<file path="src/rgbpwm_pkg.sv">
package rgbpwm_pkg;

	localparam int LINE_LENGTH_DEF = 13;

	localparam int CHAR_W     = 8;
	localparam int DUTY_W     = 8;
	localparam int IN_DATA_W  = 8;
	// echo_char, four level/commit bits, three duties, padded to whole bytes
	localparam int OUT_FIELDS_W = CHAR_W + 4 + 3 * DUTY_W;
	localparam int OUT_DATA_W   = ((OUT_FIELDS_W + 7) / 8) * 8;

	localparam logic [CHAR_W-1:0] CHAR_CR      = 8'd13;
	localparam logic [CHAR_W-1:0] CHAR_ZERO    = 8'd48;
	localparam logic [CHAR_W-1:0] CHAR_NINE    = 8'd57;
	localparam logic [CHAR_W-1:0] CHAR_R_UPPER = 8'd82;
	localparam logic [CHAR_W-1:0] CHAR_R_LOWER = 8'd114;
	localparam logic [CHAR_W-1:0] CHAR_G_UPPER = 8'd71;
	localparam logic [CHAR_W-1:0] CHAR_G_LOWER = 8'd103;
	localparam logic [CHAR_W-1:0] CHAR_B_UPPER = 8'd66;
	localparam logic [CHAR_W-1:0] CHAR_B_LOWER = 8'd98;

	localparam logic CMD_TICK = 1'b0;
	localparam logic CMD_CHAR = 1'b1;

	typedef enum logic [1:0] {
		SEL_NONE  = 2'd0,
		SEL_RED   = 2'd1,
		SEL_GREEN = 2'd2,
		SEL_BLUE  = 2'd3
	} sel_t;

	typedef struct packed {
		logic [DUTY_W-1:0] duty_blue_now;
		logic [DUTY_W-1:0] duty_green_now;
		logic [DUTY_W-1:0] duty_red_now;
		logic              committed;
		logic              led_blue;
		logic              led_green;
		logic              led_red;
		logic [CHAR_W-1:0] echo_char;
	} result_t;

	// value * 10 + digit, modulo 256
	function automatic logic [DUTY_W-1:0] fold_digit(input logic [DUTY_W-1:0] v,
		input logic [DUTY_W-1:0] d);
		return (v << 3) + (v << 1) + d;
	endfunction

endpackage

</file>
<file path="src/rgb_pwm_with_serial_command_parser_core.sv">
// Three-channel 8-bit PWM LED driver with a serial color command parser.
// Input stream s_axis: tuser = command (0 PWM tick, 1 received character),
// tdata = received byte (ignored on ticks). Every input item yields exactly
// one result item on m_axis: tuser = echo_valid, tdata carries the echoed
// byte, the three LED levels, the commit flag and the three live duties.
// Characters: R/G/B (either case) select a channel and zero its pending
// value, digits fold in as value*10+digit, CR commits pending to live duties;
// a line of LINE_LENGTH uncommitted characters reverts pending and selection.
// The result is registered in the output register, or in the skid entry while
// the output holds one. Throughput: one item per cycle unless the skid is full;
// all parsing and PWM logic is one combinational pass off the state registers.
// The output register is backed by a one-entry skid register, so s_axis_tready
// depends only on registered state; it drops once both hold an unread result.
// Reset clears the counter, levels, duties, pending values, selection, line
// count and the valid flags of both output entries.
module rgb_pwm_with_serial_command_parser_core #(
	parameter int LINE_LENGTH = rgbpwm_pkg::LINE_LENGTH_DEF
) (
	input  logic                              clk,
	input  logic                              arst_n,
	input  logic                              s_axis_tvalid,
	output logic                              s_axis_tready,
	input  logic [rgbpwm_pkg::IN_DATA_W-1:0]  s_axis_tdata,  // [7:0] char_in
	input  logic                              s_axis_tuser,  // [0] command
	output logic                              m_axis_tvalid,
	input  logic                              m_axis_tready,
	// [7:0] echo_char, [8] led_red, [9] led_green, [10] led_blue, [11] committed,
	// [19:12] duty_red_now, [27:20] duty_green_now, [35:28] duty_blue_now
	output logic [rgbpwm_pkg::OUT_DATA_W-1:0] m_axis_tdata,
	output logic                              m_axis_tuser   // [0] echo_valid
);
	import rgbpwm_pkg::*;

	localparam int CNT_W = (LINE_LENGTH > 2) ? $clog2(LINE_LENGTH) : 1;
	localparam logic [CNT_W-1:0] CNT_LAST = CNT_W'(LINE_LENGTH - 1);

	logic [DUTY_W-1:0] tick_q;
	logic              lvl_r_q, lvl_g_q, lvl_b_q;
	logic [DUTY_W-1:0] duty_r_q, duty_g_q, duty_b_q;
	logic [DUTY_W-1:0] pend_r_q, pend_g_q, pend_b_q;
	sel_t              sel_q;
	logic [CNT_W-1:0]  cnt_q;

	logic [DUTY_W-1:0] tick_d;
	logic              lvl_r_d, lvl_g_d, lvl_b_d;
	logic [DUTY_W-1:0] duty_r_d, duty_g_d, duty_b_d;
	logic [DUTY_W-1:0] pend_r_d, pend_g_d, pend_b_d;
	sel_t              sel_d;
	logic [CNT_W-1:0]  cnt_d;
	logic              commit_d;

	result_t res_d, out_q, skid_q;
	logic    echo_d, out_echo_q, skid_echo_q;
	logic    out_valid_q, skid_valid_q;

	logic accept, out_take;
	logic [CHAR_W-1:0] c;
	logic [DUTY_W-1:0] digit;
	logic              is_digit;

	assign accept   = s_axis_tvalid && s_axis_tready;
	assign out_take = out_valid_q && m_axis_tready;
	assign c        = s_axis_tdata;
	assign is_digit = (c >= CHAR_ZERO) && (c <= CHAR_NINE);
	assign digit    = c - CHAR_ZERO;

	always_comb begin
		tick_d   = tick_q;
		lvl_r_d  = lvl_r_q;
		lvl_g_d  = lvl_g_q;
		lvl_b_d  = lvl_b_q;
		duty_r_d = duty_r_q;
		duty_g_d = duty_g_q;
		duty_b_d = duty_b_q;
		pend_r_d = pend_r_q;
		pend_g_d = pend_g_q;
		pend_b_d = pend_b_q;
		sel_d    = sel_q;
		cnt_d    = cnt_q;
		commit_d = 1'b0;
		if (s_axis_tuser == CMD_TICK) begin
			tick_d = tick_q + 1'b1;
			if (tick_d == '0) begin
				lvl_r_d = 1'b1;
				lvl_g_d = 1'b1;
				lvl_b_d = 1'b1;
			end
			if (tick_d == duty_r_q) lvl_r_d = 1'b0;
			if (tick_d == duty_g_q) lvl_g_d = 1'b0;
			if (tick_d == duty_b_q) lvl_b_d = 1'b0;
		end else if (c == CHAR_CR) begin
			duty_r_d = pend_r_q;
			duty_g_d = pend_g_q;
			duty_b_d = pend_b_q;
			cnt_d    = '0;
			sel_d    = SEL_NONE;
			commit_d = 1'b1;
		end else if (cnt_q == CNT_LAST) begin
			// line overflow: drop the edits in progress
			cnt_d    = '0;
			pend_r_d = duty_r_q;
			pend_g_d = duty_g_q;
			pend_b_d = duty_b_q;
			sel_d    = SEL_NONE;
		end else begin
			cnt_d = cnt_q + 1'b1;
			if (c == CHAR_R_UPPER || c == CHAR_R_LOWER) begin
				sel_d    = SEL_RED;
				pend_r_d = '0;
			end else if (c == CHAR_G_UPPER || c == CHAR_G_LOWER) begin
				sel_d    = SEL_GREEN;
				pend_g_d = '0;
			end else if (c == CHAR_B_UPPER || c == CHAR_B_LOWER) begin
				sel_d    = SEL_BLUE;
				pend_b_d = '0;
			end else if (is_digit) begin
				unique case (sel_q)
					SEL_RED:   pend_r_d = fold_digit(pend_r_q, digit);
					SEL_GREEN: pend_g_d = fold_digit(pend_g_q, digit);
					SEL_BLUE:  pend_b_d = fold_digit(pend_b_q, digit);
					default:   ;
				endcase
			end
		end
	end

	always_comb begin
		echo_d               = s_axis_tuser;
		res_d.echo_char      = (s_axis_tuser == CMD_CHAR) ? c : '0;
		res_d.led_red        = lvl_r_d;
		res_d.led_green      = lvl_g_d;
		res_d.led_blue       = lvl_b_d;
		res_d.committed      = commit_d;
		res_d.duty_red_now   = duty_r_d;
		res_d.duty_green_now = duty_g_d;
		res_d.duty_blue_now  = duty_b_d;
	end

	always_ff @(posedge clk or negedge arst_n) begin
		if (!arst_n) begin
			tick_q   <= '0;
			lvl_r_q  <= 1'b0;
			lvl_g_q  <= 1'b0;
			lvl_b_q  <= 1'b0;
			duty_r_q <= '0;
			duty_g_q <= '0;
			duty_b_q <= '0;
			pend_r_q <= '0;
			pend_g_q <= '0;
			pend_b_q <= '0;
			sel_q    <= SEL_NONE;
			cnt_q    <= '0;
		end else if (accept) begin
			tick_q   <= tick_d;
			lvl_r_q  <= lvl_r_d;
			lvl_g_q  <= lvl_g_d;
			lvl_b_q  <= lvl_b_d;
			duty_r_q <= duty_r_d;
			duty_g_q <= duty_g_d;
			duty_b_q <= duty_b_d;
			pend_r_q <= pend_r_d;
			pend_g_q <= pend_g_d;
			pend_b_q <= pend_b_d;
			sel_q    <= sel_d;
			cnt_q    <= cnt_d;
		end
	end

	// output register with one skid entry behind it
	always_ff @(posedge clk or negedge arst_n) begin
		if (!arst_n) begin
			out_valid_q  <= 1'b0;
			skid_valid_q <= 1'b0;
		end else begin
			if (!out_valid_q || out_take) begin
				out_valid_q  <= skid_valid_q || accept;
				skid_valid_q <= 1'b0;
			end else if (accept) begin
				skid_valid_q <= 1'b1;
			end
		end
	end

	always_ff @(posedge clk) begin
		if (!out_valid_q || out_take) begin
			if (skid_valid_q) begin
				out_q      <= skid_q;
				out_echo_q <= skid_echo_q;
			end else if (accept) begin
				out_q      <= res_d;
				out_echo_q <= echo_d;
			end
		end else if (accept) begin
			skid_q      <= res_d;
			skid_echo_q <= echo_d;
		end
	end

	assign s_axis_tready = !skid_valid_q;
	assign m_axis_tvalid = out_valid_q;
	assign m_axis_tdata  = OUT_DATA_W'(out_q);
	assign m_axis_tuser  = out_echo_q;

endmodule

</file>
<file path="config.mk">
export PLATFORM = sky130hd
export DESIGN_NAME = rgb_pwm_with_serial_command_parser_core
export DESIGN_NICKNAME = d
export VERILOG_FILES = /design/src/rgbpwm_pkg.sv /design/src/rgb_pwm_with_serial_command_parser_core.sv
export SDC_FILE = /design/constraint.sdc
export NUM_CORES = 1
export LEC_CHECK = 0
export ABC_AREA = 1
export BUFFER_PORTS_ARGS = -buffer_cell sky130_fd_sc_hd__buf_2
export CAP_MARGIN = 20
export CORE_ASPECT_RATIO = 0.7
export CORE_UTILIZATION = 61
export DETAILED_ROUTE_END_ITERATION = 12
export HOLD_SLACK_MARGIN = 0.1
export PLACE_DENSITY = 0.79
export SYNTH_ARGS = -nofsm -noshare
export SYNTH_HDL_FRONTEND = slang
export SYNTH_SLANG_ARGS = --single-unit
</file>
<file path="constraint.sdc">
create_clock -name clk -period 3.7 [get_ports clk]
set_input_delay 0.37 -clock clk [delete_from_list [all_inputs] [get_ports clk]]
set_output_delay 0.37 -clock clk [all_outputs]
set_load 0.02 [all_outputs]
</file>
==> flow_summary.yaml <==
finish:
  nFillCells: 999
  layout-drive-gt1-share_pct: 16.4
  layout-area-overhead-vs-synth_pct: 11.8
  fin_nets: 1040
  antenna_cells: 0
synthesis:
  ys_ff_latch: 141
  synth-edff-count: 74
  yosysSeqAreaShare_pct: 48.3
  synth_adder_area_share_pct: 8.05
  compound_gate_fraction_of_synth_area_pct: 9.57
  synthDistinctLibCells: 42
  xor_xnor_share_of_the_synthesized_area_pct: 2.06
  syn-cell-area_um2: 8080
  synth_simple_gate_area_share_pct: 24.5
  synth.top_cell.area_share_pct: 27.5
  postSynth.asyncResetShare_pct: 47.5
  muxShareOfSynthArea_pct: 0
  yosys_warnings: 0
  post_synth.cell_area_avg_um2: 8.70
  netlist_top_cells_area: "sky130_fd_sc_hd__edfxtp_1 28%, sky130_fd_sc_hd__dfrtp_1 21%, sky130_fd_sc_hd__nand2_1 15%, sky130_fd_sc_hd__inv_1 4.9%, sky130_fd_sc_hd__ha_1 4.3%"
  postSynthCellCount: 929
  synth.largest_area_cell: "sky130_fd_sc_hd__edfxtp_1"
  synthFlopType: "sky130_fd_sc_hd__edfxtp_1"
  dominant_combinational_cell_family_by_area_after_synthesis: "simple AND/OR/NAND/NOR gates"
sta:
  timing.clock.skew_ps: 8.68
  tightest_slew_ps: 997
  setup-violations-final: 0
  timing.slew.headroom_pct: 33.4
  final_min_period_over_clock_period_pct: 65.8
  achievable-frequency_ghz: 0.411
  tns_ps: 0
  grt_setup_unrepaired: "false"
  report.final.slew_viol_count: 0
  layout_min_cycle_time_ps: 2430
  final_hold_violation_count: 0
route:
  final_antenna_net_count: 0
  wl_per_cell_um: 17.1
  route.final.wire_length_um: 19800
  vias: 6489
  route.detailed.vias_per_inst: 5.60
  wl_met1_um: 8980
  detailedRoute.firstPassIterationCount: 6
  drt_drc_violations_left: 0
  dr.max_layer_used: "met4"
  drtIter0Drc: 771
  wl_met3_um: 2120
  met2_wirelength_from_detailed_routing_um: 8470
worst_setup_path:
  critical_path.endpoint_type: "flip-flop"
  critical_path.startpoint_type: "input pin"
  critPathMaxFanout: 5
  critical_path_class: "in2reg"
  critPathBufInv: 2
  worst_ep_required_time_ps: 3990
  worst_path_max_delay_cell: "sky130_fd_sc_hd__fa_1"
  timing.critical_path.mode_cell: "sky130_fd_sc_hd__nand2_1"
  critPathTopFamily: "adder cells"
  timing.critical_path.cells: "buf_2 -> inv_1 -> ha_1 -> fa_1 -> ha_1 -> nand2_1 -> o21ai_0 -> nand2_1 -> nand2_1 -> nor2_1 -> a21oi_1 -> o21ai_0"
  worstPathArrival_ps: 2730
  slowest_delay_ps: 470
worst_hold_path:
  hold_class: "in2reg"
power:
  ir_worst_vdd_mv: 0.613
  totalPowerFinal_w: 0.00668
  leakage_power_of_the_design_nw: 4.34
  power_density_nw_per_um2: 739
placed_design:
  dpl.hpwl_um: 14500
  global_placer_s_final_weighted_congestion: 0.972
  place.port_buffers: 51
clocking:
  cts_setup_buffers: 0
  clkSinkCount: 141
  clk_transition_reported_paths_ps: 70
  cts_hold_buffers: 1
  cts-buffers-inserted: 17
  clock_latency_of_the_later_clocked_register_in_the_worst_skew_pair_ps: 430
  cts-root-to-sink-buffers: 2
  cts_resized: 0
  htree_levels: 4
  ctsRootBufferMaster: "sky130_fd_sc_hd__clkbuf_16"
  cts_tree: "yes"
floorplan:
  die_boundary_width_um: 140
  die_h_um: 98.3
  core_um2: 12700
  initial_utilization_pct: 63.7
  fp-row-count: 34
  dieArea_um2: 13700
  i_o_pin_count: 56
run_status:
  status: "complete, no violations"
grt:
  grt_use_total_pct: 31.0
  grt_pass1_wl_um: 32000
  globalRouteOverflowTotal: 0
  grt_max_degree: 51
  first_global_vias: 6024
  grt_antenna_before_repair: 0
job:
  max_cap_viol_count: 0
## path summary, 6_finish.rpt
| kind | slack [ps] | cells after the start | end | start |
|---|---|---|---|---|
| max in group asynchronous | 2160 | 3 | duty_b_q[4] | arst_n |
| min in group asynchronous | 520 | 2 | pend_g_q[1] | arst_n |
| worst min-delay path | 210 | 3 | m_axis_tvalid | s_axis_tvalid |
| worst max-delay path | 1270 | 12 | pend_r_q[6] | s_axis_tdata[4] |
| worst min register to register | 480 | 2 | lvl_g_q | lvl_g_q |
| worst max register to register | 1270 | 9 | skid_q[8] | tick_q[0] |
## layout by cell type, fill, tap and decap left out, types with 3 or more instances in the layout
cell	synthesis	routed
sky130_fd_sc_hd__o21ai_0	63	63
sky130_fd_sc_hd__xnor2_1	7	7
sky130_fd_sc_hd__o21ai_1	11	11
sky130_fd_sc_hd__o22ai_1	7	7
sky130_fd_sc_hd__clkbuf_16	0	17
sky130_fd_sc_hd__nand2_2	15	15
sky130_fd_sc_hd__edfxtp_1	74	74
sky130_fd_sc_hd__nor3_2	3	3
sky130_fd_sc_hd__conb_1	1	4
sky130_fd_sc_hd__buf_2	3	51
sky130_fd_sc_hd__inv_2	6	6
sky130_fd_sc_hd__nand3_1	49	49
sky130_fd_sc_hd__buf_4	4	7
sky130_fd_sc_hd__inv_6	1	7
sky130_fd_sc_hd__nor2_1	44	42
sky130_fd_sc_hd__nor3_1	3	3
sky130_fd_sc_hd__a21oi_1	19	19
sky130_fd_sc_hd__o21ai_2	25	25
sky130_fd_sc_hd__nor2_2	3	3
sky130_fd_sc_hd__ha_1	28	28
sky130_fd_sc_hd__inv_8	0	4
sky130_fd_sc_hd__nor2_4	4	6
sky130_fd_sc_hd__dfrtp_1	67	67
sky130_fd_sc_hd__xor2_1	12	12
sky130_fd_sc_hd__fa_1	15	15
sky130_fd_sc_hd__nand3_2	3	3
sky130_fd_sc_hd__inv_4	3	3
sky130_fd_sc_hd__nand2_1	316	316
sky130_fd_sc_hd__and2_1	3	3
sky130_fd_sc_hd__inv_1	106	106
## tightest hold or removal path: stages
cell and delay [ps]:
sky130_fd_sc_hd__buf_2 80, sky130_fd_sc_hd__nor2_1 70, sky130_fd_sc_hd__nand2_1 70
## area by class of cell
cell class                      count  area, um^2  share of cell area (%)
Clock inverter                     15         143                    1.58
Sequential cell                   141        3900                    43.2
Timing Repair Buffer               59         318                    3.52
Multi-Input combinational cell    649        3600                    39.8
Tap cell                          162         203                    2.24
Inverter                          116         448                    4.96
Clock buffer                       17         425                    4.71
## per-stage QoR
stage | cell area, um^2 | hold slack, ps | std cells | util (%) | setup slack, ps
floorplan | 8090 | 74.4 | 932 | - | 984
global placement | 8460 | 444 | 1126 | 66.7 | 963
detailed placement | 8460 | 450 | 1126 | 66.7 | 882
CTS | 9030 | 204 | 1159 | 71.3 | 1290
global route | 9030 | 230 | 1159 | 71.3 | 1150
finish | 9030 | 206 | 1159 | 71.3 | 1270
## report_power, final
part | total [W] | internal (W) | switching [W]
sequential | 0.00233 | 0.00203 | 0.000304
combinational | 0.00269 | 0.000996 | 0.00170
clock | 0.00165 | 0.000893 | 0.000760
total | 0.00668 | 0.00391 | 0.00276
## cell families (layout without fill, tap and decap cells)
kind of cell / Yosys count / count (layout)
simple gates: 453 / 453
buf+inv: 142 / 207
flops: 141 / 141
other cells: 1 / 4
fa+ha+maj: 43 / 43
compound gates: 130 / 130
xor+xnor: 19 / 19
## per-layer routing
layer  track usage (%)  vias up
li1                  -     3104
met1              45.6     3076
met2              45.5      275
met3              8.44       34
met4              7.61        0
met5                 0        -
## flip-flops by register name (all words and copies together), names as in the netlist
| signal | flops |
|---|---|
| sel_q | 2 |
| m_axis_tvalid | 1 |
| m_axis_tdata | 36 |
| pend_r_q | 8 |
| duty_g_q | 8 |
| skid_echo_q | 1 |
| lvl_r_q | 1 |
| cnt_q | 4 |
| duty_b_q | 8 |
| skid_valid_q | 1 |
| m_axis_tuser | 1 |
| duty_r_q | 8 |
| lvl_b_q | 1 |
| skid_q | 36 |
| tick_q | 8 |
| pend_g_q | 8 |
| lvl_g_q | 1 |
| pend_b_q | 8 |
## cell usage after synthesis, types with 10 or more instances
master and n:
sky130_fd_sc_hd__nand2_1 316, sky130_fd_sc_hd__inv_1 106, sky130_fd_sc_hd__edfxtp_1 74, sky130_fd_sc_hd__dfrtp_1 67
sky130_fd_sc_hd__o21ai_0 63, sky130_fd_sc_hd__nand3_1 49, sky130_fd_sc_hd__nor2_1 44, sky130_fd_sc_hd__ha_1 28
sky130_fd_sc_hd__o21ai_2 25, sky130_fd_sc_hd__a21oi_1 19, sky130_fd_sc_hd__fa_1 15, sky130_fd_sc_hd__nand2_2 15
sky130_fd_sc_hd__xor2_1 12, sky130_fd_sc_hd__o21ai_1 11, sky130_fd_sc_hd__clkbuf_1 10
Power figures use the tool's default switching activity.
